<file path="config.mk">
export PLATFORM = sky130hd
export DESIGN_NAME = double_ended_queue_linear_top
export DESIGN_NICKNAME = d
export VERILOG_FILES = /design/src/rtl/core/deq_pkg.sv /design/src/rtl/core/deq_mem.sv /design/src/rtl/core/deq_ctrl.sv /design/src/rtl/core/deq_outreg.sv /design/src/rtl/core/double_ended_queue_linear_top.sv
export SDC_FILE = /design/constraint.sdc
export NUM_CORES = 2
export LEC_CHECK = 0
export BUFFER_PORTS_ARGS = -buffer_cell sky130_fd_sc_hd__clkbuf_2
export CELL_PAD_IN_SITES_DETAIL_PLACEMENT = 0
export CELL_PAD_IN_SITES_GLOBAL_PLACEMENT = 2
export CORE_ASPECT_RATIO = 0.9
export CORE_MARGIN = 2
export CORE_UTILIZATION = 35
export DETAILED_ROUTE_END_ITERATION = 10
export GPL_TIMING_DRIVEN = 0
export PLACE_DENSITY = 0.6
export SYNTH_ARGS = -nofsm -noshare
export SYNTH_HDL_FRONTEND = slang
export SYNTH_SLANG_ARGS = --single-unit
export TNS_END_PERCENT = 5
</file>
<file path="constraint.sdc">
create_clock -name clk_i -period 8.5 [get_ports clk_i]
set_clock_uncertainty 0.15 [all_clocks]
set_input_delay 0.85 -clock clk_i [delete_from_list [all_inputs] [get_ports clk_i]]
set_output_delay 0.85 -clock clk_i [all_outputs]
set_load 0.1 [all_outputs]
</file>
<file path="src/rtl/core/deq_pkg.sv">
// ----------------------------------------------------------------------------
// deq_pkg
// shared constants, codes and types of the linear double-ended queue
// ----------------------------------------------------------------------------
package deq_pkg;

  localparam int DEPTH = 64;
  localparam int AW    = $clog2(DEPTH);
  localparam int IW    = $clog2(DEPTH + 1);
  localparam int DW    = 32;
  localparam int CAP_W = 7;
  localparam int CMD_W = 3;
  localparam int ST_W  = 3;

  localparam logic [CAP_W-1:0] CAP_RESET = CAP_W'(DEPTH);

  // commands
  localparam logic [CMD_W-1:0] CMD_INS_REAR  = 3'd0;
  localparam logic [CMD_W-1:0] CMD_DEL_FRONT = 3'd1;
  localparam logic [CMD_W-1:0] CMD_INS_FRONT = 3'd2;
  localparam logic [CMD_W-1:0] CMD_DEL_REAR  = 3'd3;
  localparam logic [CMD_W-1:0] CMD_DISPLAY   = 3'd4;

  // result status codes
  localparam logic [ST_W-1:0] ST_DONE       = 3'd0;
  localparam logic [ST_W-1:0] ST_FULL       = 3'd1;
  localparam logic [ST_W-1:0] ST_FRONT_REF  = 3'd2;
  localparam logic [ST_W-1:0] ST_EMPTY      = 3'd3;
  localparam logic [ST_W-1:0] ST_DISP_ELEM  = 3'd4;
  localparam logic [ST_W-1:0] ST_DISP_EMPTY = 3'd5;

  typedef enum logic [2:0] {
    S_IDLE = 3'b001,
    S_RD   = 3'b010,
    S_DISP = 3'b100
  } state_e;

  typedef struct packed {
    logic [ST_W-1:0]      status;
    logic signed [DW-1:0] element;
    logic                 last;
  } res_t;

  typedef struct packed {
    logic                 we;
    logic [AW-1:0]        waddr;
    logic signed [DW-1:0] wdata;
    logic                 re;
    logic [AW-1:0]        raddr;
  } mem_req_t;

endpackage

</file>
<file path="src/rtl/core/deq_mem.sv">
// ----------------------------------------------------------------------------
// deq_mem
// slot storage: one write port, one read port, registered read data
// ----------------------------------------------------------------------------
module deq_mem
  import deq_pkg::*;
(
  input  logic                 clk_i,
  input  mem_req_t             req_i,
  output logic signed [DW-1:0] rdata_o
);

  logic signed [DW-1:0] mem [DEPTH];
  logic signed [DW-1:0] rdata_q;

  always_ff @(posedge clk_i) begin
    if (req_i.we) begin
      mem[req_i.waddr] <= req_i.wdata;
    end
  end

  // read data holds until the next read
  always_ff @(posedge clk_i) begin
    if (req_i.re) begin
      rdata_q <= mem[req_i.raddr];
    end
  end

  assign rdata_o = rdata_q;

endmodule

</file>
<file path="src/rtl/core/deq_ctrl.sv">
// ----------------------------------------------------------------------------
// deq_ctrl
// command decode, front and rear indices, display walk
// ----------------------------------------------------------------------------
module deq_ctrl
  import deq_pkg::*;
(
  input  logic                 clk_i,
  input  logic                 rst_ni,
  input  logic                 in_valid_i,
  input  logic [CMD_W-1:0]     command_i,
  input  logic signed [DW-1:0] value_i,
  output logic                 in_stall_o,
  input  logic [CAP_W-1:0]     cap_i,
  input  logic                 out_free_i,
  output logic                 res_valid_o,
  output res_t                 res_o,
  output mem_req_t             mem_req_o,
  input  logic signed [DW-1:0] mem_rdata_i
);

  state_e        state_q, state_d;
  logic [IW-1:0] front_q, front_d;
  logic [IW-1:0] rear_q, rear_d;
  logic [IW-1:0] ptr_q, ptr_d;
  logic [IW-1:0] eff_cap;
  logic [IW-1:0] front_dec, rear_dec;
  logic          empty;
  logic          accept;
  logic          disp_last;

  // capacity zero acts as one, above depth acts as depth
  always_comb begin
    if (cap_i == '0) begin
      eff_cap = IW'(1);
    end else if (cap_i > CAP_W'(DEPTH)) begin
      eff_cap = IW'(DEPTH);
    end else begin
      eff_cap = IW'(cap_i);
    end
  end

  assign empty     = front_q >= rear_q;
  assign front_dec = front_q - 1'b1;
  assign rear_dec  = rear_q - 1'b1;
  assign disp_last = ptr_q == rear_q;

  assign in_stall_o = !((state_q == S_IDLE) && out_free_i);
  assign accept     = in_valid_i && !in_stall_o;

  always_comb begin
    state_d     = state_q;
    front_d     = front_q;
    rear_d      = rear_q;
    ptr_d       = ptr_q;
    mem_req_o   = '0;
    res_valid_o = 1'b0;
    res_o       = '0;
    unique case (state_q)
      S_IDLE: begin
        if (accept) begin
          unique case (command_i)
            CMD_INS_REAR: begin
              res_valid_o = 1'b1;
              res_o.last  = 1'b1;
              if (rear_q >= eff_cap) begin
                res_o.status = ST_FULL;
              end else begin
                mem_req_o.we    = 1'b1;
                mem_req_o.waddr = rear_q[AW-1:0];
                mem_req_o.wdata = value_i;
                rear_d          = rear_q + 1'b1;
                res_o.status    = ST_DONE;
              end
            end
            CMD_INS_FRONT: begin
              res_valid_o = 1'b1;
              res_o.last  = 1'b1;
              if (front_q == '0) begin
                res_o.status = ST_FRONT_REF;
              end else begin
                mem_req_o.we    = 1'b1;
                mem_req_o.waddr = front_dec[AW-1:0];
                mem_req_o.wdata = value_i;
                front_d         = front_dec;
                res_o.status    = ST_DONE;
              end
            end
            CMD_DEL_FRONT, CMD_DEL_REAR: begin
              if (empty) begin
                res_valid_o  = 1'b1;
                res_o.last   = 1'b1;
                res_o.status = ST_EMPTY;
                front_d      = '0;
                rear_d       = '0;
              end else if (command_i == CMD_DEL_FRONT) begin
                mem_req_o.re    = 1'b1;
                mem_req_o.raddr = front_q[AW-1:0];
                front_d         = front_q + 1'b1;
                state_d         = S_RD;
              end else begin
                mem_req_o.re    = 1'b1;
                mem_req_o.raddr = rear_dec[AW-1:0];
                rear_d          = rear_dec;
                state_d         = S_RD;
              end
            end
            CMD_DISPLAY: begin
              if (empty) begin
                res_valid_o  = 1'b1;
                res_o.last   = 1'b1;
                res_o.status = ST_DISP_EMPTY;
              end else begin
                mem_req_o.re    = 1'b1;
                mem_req_o.raddr = front_q[AW-1:0];
                ptr_d           = front_q + 1'b1;
                state_d         = S_DISP;
              end
            end
            default: ;
          endcase
        end
      end
      S_RD: begin
        if (out_free_i) begin
          res_valid_o   = 1'b1;
          res_o.status  = ST_DONE;
          res_o.element = mem_rdata_i;
          res_o.last    = 1'b1;
          state_d       = S_IDLE;
        end
      end
      S_DISP: begin
        if (out_free_i) begin
          res_valid_o   = 1'b1;
          res_o.status  = ST_DISP_ELEM;
          res_o.element = mem_rdata_i;
          res_o.last    = disp_last;
          if (disp_last) begin
            state_d = S_IDLE;
          end else begin
            mem_req_o.re    = 1'b1;
            mem_req_o.raddr = ptr_q[AW-1:0];
            ptr_d           = ptr_q + 1'b1;
          end
        end
      end
      default: state_d = S_IDLE;
    endcase
  end

  always_ff @(posedge clk_i or negedge rst_ni) begin
    if (!rst_ni) begin
      state_q <= S_IDLE;
      front_q <= '0;
      rear_q  <= '0;
      ptr_q   <= '0;
    end else begin
      state_q <= state_d;
      front_q <= front_d;
      rear_q  <= rear_d;
      ptr_q   <= ptr_d;
    end
  end

endmodule

</file>
<file path="src/rtl/core/deq_outreg.sv">
// ----------------------------------------------------------------------------
// deq_outreg
// output register between the controller and the result channel
// ----------------------------------------------------------------------------
module deq_outreg
  import deq_pkg::*;
(
  input  logic clk_i,
  input  logic rst_ni,
  input  logic res_valid_i,
  input  res_t res_i,
  output logic out_free_o,
  input  logic out_stall_i,
  output logic out_valid_o,
  output res_t res_o
);

  logic valid_q;
  res_t res_q;

  // slot frees when empty or being taken this cycle
  assign out_free_o = !valid_q || !out_stall_i;

  always_ff @(posedge clk_i or negedge rst_ni) begin
    if (!rst_ni) begin
      valid_q <= 1'b0;
    end else if (out_free_o) begin
      valid_q <= res_valid_i;
    end
  end

  always_ff @(posedge clk_i) begin
    if (out_free_o && res_valid_i) begin
      res_q <= res_i;
    end
  end

  assign out_valid_o = valid_q;
  assign res_o       = res_q;

endmodule

</file>
<file path="src/rtl/core/double_ended_queue_linear_top.sv">
// ----------------------------------------------------------------------------
// double_ended_queue_linear_top
// linear-array double-ended queue with a fixed slot memory and capacity register
// ----------------------------------------------------------------------------
// results: inserts, refusals and empty results appear in the cycle after the item
//   is taken; deletes go through the registered slot memory read and output register
// input: 1 item per cycle for inserts unless the output stalls; a delete holds input
//   until its element is passed on, display until its last element is, with one read
//   per cycle while the output is free on the single read port of the slot memory
// reset: indices cleared, capacity 64, slot contents left as they are
module double_ended_queue_linear_top
  import deq_pkg::*;
(
  input  logic                    clk_i,
  input  logic                    rst_ni,
  // item input
  input  logic                    in_valid_i,
  output logic                    in_stall_o,
  input  logic [CMD_W-1:0]        command_i,
  input  logic signed [DW-1:0]    value_i,
  // result output
  output logic                    out_valid_o,
  input  logic                    out_stall_i,
  output logic [ST_W-1:0]         status_o,
  output logic signed [DW-1:0]    element_o,
  output logic                    last_o,
  // capacity register write
  input  logic                    cfg_valid_i,
  output logic                    cfg_ready_o,
  input  logic [CAP_W-1:0]        cfg_capacity_i
);

  logic [CAP_W-1:0]     cap_q;
  logic                 out_free;
  logic                 res_valid;
  res_t                 res_ctrl;
  res_t                 res_out;
  mem_req_t             mem_req;
  logic signed [DW-1:0] mem_rdata;

  // capacity register; write it only while the queue is quiet, the block does not enforce it
  assign cfg_ready_o = 1'b1;

  always_ff @(posedge clk_i or negedge rst_ni) begin
    if (!rst_ni) begin
      cap_q <= CAP_RESET;
    end else if (cfg_valid_i && cfg_ready_o) begin
      cap_q <= cfg_capacity_i;
    end
  end

  // command decode and index bookkeeping
  deq_ctrl u_ctrl (
    .clk_i       (clk_i),
    .rst_ni      (rst_ni),
    .in_valid_i  (in_valid_i),
    .command_i   (command_i),
    .value_i     (value_i),
    .in_stall_o  (in_stall_o),
    .cap_i       (cap_q),
    .out_free_i  (out_free),
    .res_valid_o (res_valid),
    .res_o       (res_ctrl),
    .mem_req_o   (mem_req),
    .mem_rdata_i (mem_rdata)
  );

  // slot storage; one access per cycle so no same-entry overlap
  deq_mem u_mem (
    .clk_i   (clk_i),
    .req_i   (mem_req),
    .rdata_o (mem_rdata)
  );

  // result register; the controller holds while a stalled result waits in it
  deq_outreg u_outreg (
    .clk_i       (clk_i),
    .rst_ni      (rst_ni),
    .res_valid_i (res_valid),
    .res_i       (res_ctrl),
    .out_free_o  (out_free),
    .out_stall_i (out_stall_i),
    .out_valid_o (out_valid_o),
    .res_o       (res_out)
  );

  assign status_o  = res_out.status;
  assign element_o = res_out.element;
  assign last_o    = res_out.last;

  // only defined status codes leave the block
  a_status_range: assert property (@(posedge clk_i) disable iff (!rst_ni)
    out_valid_o |-> (status_o <= ST_DISP_EMPTY))
    else $error("undefined status code on output");

  // every result other than a display element closes its item
  a_single_last: assert property (@(posedge clk_i) disable iff (!rst_ni)
    (out_valid_o && (status_o != ST_DISP_ELEM)) |-> last_o)
    else $error("single result without last mark");

  // refusals and empty reports carry no element
  a_zero_elem: assert property (@(posedge clk_i) disable iff (!rst_ni)
    (out_valid_o && (status_o == ST_FULL || status_o == ST_FRONT_REF ||
                     status_o == ST_EMPTY || status_o == ST_DISP_EMPTY))
    |-> (element_o == '0))
    else $error("nonzero element on refusal or empty result");

  // a result entering a full stalled output register would be lost
  a_no_overrun: assert property (@(posedge clk_i) disable iff (!rst_ni)
    (out_valid_o && out_stall_i) |=> (out_valid_o && $stable(element_o)))
    else $error("stalled result overwritten");

endmodule

</file>
After elaboration in Yosys (flattened, before gate mapping) --
Memories as Yosys holds them, arrays and structs flattened. A register that Yosys moved wholly into a read port is not among the register bits. Index checks and enable logic that the tools add are counted.
Cells by class: muxes and demuxes 54, eq/ne operators 22, order comparisons 3, reductions and logical operators 21, $add $sub $neg 5
Operators by type and width (number):
- 2-to-1 mux 7 bit | 17
- 2-to-1 mux 39 bit | 3
- case mux 39 bit (2 select lines) | 1
- case mux 7 bit (2 select lines) | 5
- case mux 32 bit (2 select lines) | 1
- 2-to-1 mux 46 bit | 1
- 2-to-1 mux 36 bit | 1
- 2-to-1 mux 33 bit | 1
- 2-to-1 mux 3 bit | 8
- adder 7 x 1 -> 7 bit, second input constant | 3
- case mux 3 bit (3 select lines) | 2
- >= comparator 7 bit | 2
- zero test 7 bit | 2
- subtractor 7 x 1 -> 7 bit, second input constant | 2
- case mux 3 bit (4 select lines) | 1
- inequality test 2 bit, second input constant | 5
- AND reduction 5 bit | 2
- equality test 3 x 2 -> 1 bit, second input constant | 3
- inequality test 3 bit, second input constant | 3
- inequality test 2 x 1 -> 1 bit, second input constant | 4
- equality test 7 bit | 1
- > comparator 7 bit, second input constant | 1
- AND reduction 7 bit | 1
- equality test 3 x 1 -> 1 bit, second input constant | 2
- other kinds (17) | 33
Word-level totals: word-level logic and storage cells 115, memory bits (writable) 2048, input port bits 47, bits in registers 68, memories kept 1
Memories:
- u_mem.mem | words 64, width 32, rd ports 1, clocked after Yosys merged registers in 1, wr ports 1, line deq_mem.sv:13 | logic signed [DW-1:0] mem [DEPTH];

Logic depth before layout (Yosys ltp) --
depth after elaboration 10, gate-level depth with buffers 15

By module --
A second synthesis with hierarchy kept.
Unflattened totals: cells, all modules 3800, area, all modules 83511.3 sq um
Modules (own cells, without submodules):
- deq_mem | cells each 3323, area an instance 78830.6 sq um, seq. area each 62459.9 sq um, times used 1
- deq_ctrl | cells each 420, area an instance 3248.1 sq um, seq. area each 601.8 sq um, times used 1
- deq_outreg | cells each 40, area an instance 1128.6 sq um, seq. area each 1106.1 sq um, times used 1
- double_ended_queue_linear_top | cells each 17, area an instance 304.0 sq um, seq. area each 176.4 sq um, times used 1

Worst setup path before layout --
OpenSTA, ideal clock, no wires.
path type register to register, from register cap_q[1], to memory u_mem.mem[63][0], enable pin, data arrival time 4744 ps, stages on the path, launching flop included 15, setup time 461 ps, path slack 3145 ps, path through dfrtp_1 -> nor3_1 -> a21oi_1 -> nor2_1 -> ha_1 -> nand2b_1 -> a21o_1 -> a21o_1 -> a21oi_1 -> o211ai_1 -> clkbuf_1 -> or2_2 -> a21oi_1 -> nand2_1 -> nor3_1
On the way: longest elaborated chain between the ends 10
Ends and longest elaborated chain:
- from (decl) | line double_ended_queue_linear_top.sv:33 | logic [CAP_W-1:0] cap_q;
- from (signal assigned) | line double_ended_queue_linear_top.sv:48 | cap_q <= cfg_capacity_i;
- > comparator 7 bit | line deq_ctrl.sv:36 | end else if (cap_i > CAP_W'(DEPTH)) begin
- 2-to-1 mux 7 bit | line deq_ctrl.sv:36
- 2-to-1 mux 7 bit * | line deq_ctrl.sv:34 | if (cap_i == '0) begin
- >= comparator 7 bit * | line deq_ctrl.sv:66 | if (rear_q >= eff_cap) begin
- 2-to-1 mux 39 bit * | line deq_ctrl.sv:66
- case mux 39 bit (2 select lines) * | line deq_ctrl.sv:62 | unique case (command_i)
- 2-to-1 mux 46 bit * | line deq_ctrl.sv:61 | if (accept) begin
- 2-to-1 mux 39 bit * | line deq_ctrl.sv:59 | unique case (state_q)
- 2-to-1 mux 1 bit | line deq_mem.sv:17 | if (req_i.we) begin
- 2-to-1 mux 1 bit (implied by the code) | line deq_mem.sv:18 | mem[req_i.waddr] <= req_i.wdata;
- to (decl) | line deq_mem.sv:13
Mark *: on every way between the ends. The rest lies on a longest branch, timed or not.

Worst setup path after layout --
from register u_ctrl.front_q[0], to register u_mem.rdata_q[7], in the netlist u_mem.rdata_o[7], read port of u_mem.mem, data pin
On the way: longest elaborated chain between the ends 5
Ends and longest elaborated chain:
- from (decl) | line deq_ctrl.sv:23 | logic [IW-1:0] front_q, front_d;
- from (signal assigned) | line deq_ctrl.sv:160 | front_q <= front_d;
- >= comparator 7 bit / 2-to-1 mux 6 bit (equally long branches) | line deq_ctrl.sv:43, deq_ctrl.sv:96
- 2-to-1 mux 7 bit, on equally long branches | line deq_ctrl.sv:109, deq_ctrl.sv:90
- case mux 7 bit (2 select lines) * | line deq_ctrl.sv:62
- 2-to-1 mux 46 bit * | line deq_ctrl.sv:61
- case mux 7 bit (2 select lines) * | line deq_ctrl.sv:59
- to (decl) | line deq_mem.sv:14 | logic signed [DW-1:0] rdata_q;
Marks and branches as above. A chain may end at the register's enable or synchronous reset.

==> results.toml <==
[outcome]
outcome = "finished, violations left"
violated_checks = "max-capacitance violations, max-slew violations"

[yosys]
asyncSetResetFlopFracSynth = 0.01490
synthesis.area_sq_um = 85210
synth.lib_cells_used.distinct = 81
synth_cells = 6068
netlist_top_cells_count = "sky130_fd_sc_hd__edfxtp_1 (2116), sky130_fd_sc_hd__nand2_1 (1382), sky130_fd_sc_hd__nand3_1 (505), sky130_fd_sc_hd__a21oi_1 (403), sky130_fd_sc_hd__mux2i_1 (334)"
synthesized_netlist_net_count = 6135
ys_top_cells_by_area = "sky130_fd_sc_hd__edfxtp_1 (75%), sky130_fd_sc_hd__nand2_1 (6.1%), sky130_fd_sc_hd__mux2i_1 (3.9%), sky130_fd_sc_hd__nand3_1 (3.0%), sky130_fd_sc_hd__a21oi_1 (2.4%)"
syn-mean-instance-area_sq_um = 14.04
yosys_register_bits = 2148
synthesis.yosys.warnings = 0
yosys.area.top_type = "sky130_fd_sc_hd__edfxtp_1"
netlist.area_leader.share = 0.7457
synth_edf_count = 2116
sequential_cell_area_fraction_in_the_yosys_report = 0.7551
most_used_flip_flop_cell_after_synthesis = "sky130_fd_sc_hd__edfxtp_1"
post-synth-top-count-cell = "sky130_fd_sc_hd__edfxtp_1"

[critical_path]
crit_chain = "inv_1 -> ha_1 -> nand2b_1 -> a31oi_1 -> o2111ai_2 -> nand2_1 -> buf_2 -> buf_2 -> mux2i_1 -> o22ai_1 -> o21ai_0 -> nand3_1 -> or4_1"
critPathKind = "reg2reg"
crit_required_ps = 8980
reg2reg_depth = 13
critical_path.max_stage_delay_ps = 1040
critical_path_arrival_ps = 7510
critical_path.max_fanout = 10
critPathLaunchType = "flip-flop"
r2r_slack_ps = 1470
timing.critical_path.slowest_stage_cell = "sky130_fd_sc_hd__o21ai_0"
worst_setup_path_startpoint = "u_ctrl.front_q[0]"
regToRegStartpoint = "u_ctrl.front_q[0]"
path_common_cell = "sky130_fd_sc_hd__buf_2"
worst_r2r_endpoint = "u_mem.rdata_o[7]"
critical_path.endpoint = "u_mem.rdata_o[7]"
critPathCaptureType = "flip-flop"

[timing]
worst_slack_ps = 1467
final_period_minus_worst_setup_slack_ps = 7033
grt_setup_unrepaired = "no"
setup_viol_count_final = 0
final_critical_path_share_of_the_clock_period = 0.8275
timing_hold_violations_final = 0
max_freq_mhz = 142.2
final-max-slew-violation-count = 2
relSlewSlack = -0.06759
measured_slew_at_the_worst_slew_check_pin_ps = 1587

[placed_design]
placement.io_buffers = 81
place_congestion = 0.9143
detailed_place.area_sq_um = 92420
detailedPlacementHpwl_um = 215200
worst_slack_at_placement_ps = 1465

[power]
total_leakage_power_uw = 0.03257
p_comb_frac = 0.189
intPower_uw = 18460
pwr-share-seq = 0.452
netSwitchingFraction = 0.3088
total_switching_power_uw = 8245
pwr-share-clk = 0.359
power_density_nw_per_um2 = 268.3
vdd.ir_drop.worst_uv = 173.4

[clock_tree]
number_of_sinks_handled_by_clock_tree_synthesis = 2148
path_clk_slew_ps = 60
clockBufferDepth = 4
cts_buf_count = 235
clockRootBuffer = "sky130_fd_sc_hd__clkbuf_16"
cts-resized-gates = 0
cts_max_level = 4
tritoncts = "yes"
insertion_delay_ps = 910

[floorplan]
dieHeight_um = 472.1
die_x_um = 524.1
die-area_sq_um = 247400
placement_rows = 171
coreArea_sq_um = 241800
top_level_ports = 86
effective_utilization_at_floorplan = 0.3524

[layout]
final_cell_area_sq_um = 99520
fillCellCount = 22390
area_delta_synth_final_pct = 16.80
seq_area_sq_um = 64340
multi_input_comb_area_sq_um = 19660
drive_above_1_share = 0.1192
design.final.nets = 6555
final_core_util = 0.4116

[grt]
grt_max_degree = 65
overflow = 0
antenna_found_initial = 43
first_global_vias = 50450
grt_first_pass_wirelength_um = 415200
groute.usage.overall = 0.2409

[detailed_routing]
initial_drt_markers = 6612
vias = 53330
via_to_cell_ratio = 5.385
drt_wl_total_um = 303100
drc = 0
drt_pass1_iterations = 8
detail_route.wl_per_cell_um = 30.61
route.antenna.remaining_nets = 0

[run]
maxCapViolations = 1

[hold_path]
min_path_type = "in2reg"
-- timing repair --
action / 4_1_cts / 5_1_grt
hold endpoints to repair: 31 / 0
endpoints found under the setup margin: 0 / 0
hold buffers: 2 / 0
setup buffers: 0 / 0
-- layout by cell type, fill, tap and decap left out, drive strengths merged, types with 9 or more instances in the layout --
cell	netlist	layout
edfxtp	2116	2116
nand2	1384	1384
clkbuf	196	583
nand3	505	505
a21oi	404	404
mux2i	334	334
buf	180	280
o22ai	172	172
nor2	108	108
o21ai	103	103
clkinv	0	95
and2	73	73
nor4	63	63
a22oi	44	44
a31oi	39	39
a32oi	37	37
diode	0	34
a221oi	30	30
dfrtp	30	30
or4	27	27
ha	20	20
inv	17	20
nor3	19	19
xnor2	18	18
and3	11	11
o31ai	11	11
or3	9	9
-- worst max-delay path, delay by kind of cell, from the launching register on --
kind                     cells  cell delay [ps]
AO/OA/AOI/OAI                4             2100
adder cells (fa/ha/maj)      1              330
buffers and inverters        3             1170
flip-flops                   1              600
multiplexers                 1              260
AND/OR/NAND/NOR              4             2110
-- kinds of logic after synthesis --
logic type | share of synthesized area
xor gates and xnor gates | 0.002261
buffers and inverters | 0.02097
and+or+nand+nor | 0.1141
DFF | 0.7551
other | 0.00004401
AOI/OAI and AO/OA | 0.06456
adders and majority gates | 0.002937
muxes | 0.04003
-- state kept, by name (all words and copies together) (netlist names) --
signal / cells
u_ctrl.ptr_q: 7
u_ctrl.state_q: 3
u_mem.mem: 2048
u_ctrl.front_q: 7
u_outreg.out_valid_o: 1
u_outreg.res_o: 36
u_ctrl.rear_q: 7
cap_q: 7
u_mem.rdata_o: 32
-- power by group through the flow --
stage                     sequential (uW)  clock, uW  combinational, uW
after floorplan                     12600          0               2430
after global placement              12300          0               4910
after detailed placement            12300          0               5020
after CTS                           12100       9770               5040
after global routing                12100      10200               5310
final                               12100       9590               5040
-- routing by layer --
metal / up-vias / track usage / wire length [um]
met5: - / 0 / 0
met4: 0 / 0.07225 / 7698
met2: 1882 / 0.3516 / 131700
met3: 341 / 0.03125 / 20160
met1: 27460 / 0.3715 / 143500
li1: 23650 / - / -
-- through the flow --
step	total power (uW)	hold slack, ps	instances	setup TNS [ps]
detailed placement	17320	360.3	9449	0
finish	26700	67.76	9903	0
global placement	17240	350.2	9349	-7986
CTS	26880	3.900	9869	0
global route	27540	38.64	9894	0
floorplan	15020	331.5	6068	0
-- cell type report --
type / count / area share
clock buffers: 306 / 0.06239
flip-flops and latches: 2148 / 0.6465
repair buffers: 183 / 0.02656
inverters: 17 / 0.0006412
multi-input cells: 3527 / 0.1975
well taps: 3200 / 0.04023
diodes: 34 / 0.0008549
plain buffers: 376 / 0.01732
clock inverters: 112 / 0.007933
-- worst min-delay path by stage --
stage | cells after the start | slack [ps] | endpoint | from
2_1_floorplan | 1 | 330 | cap_q[0] | cap_q[0]
3_3_place_gp | 1 | 350 | cap_q[0] | cap_q[0]
3_5_place_dp | 1 | 360 | cap_q[0] | cap_q[0]
4_1_cts | 2 | 4 | cap_q[4] | cfg_capacity_i[4]
5_1_grt | 2 | 40 | cap_q[4] | cfg_capacity_i[4]
6_report | 2 | 70 | cap_q[4] | cfg_capacity_i[4]
(Power assumes the default switching activity.)
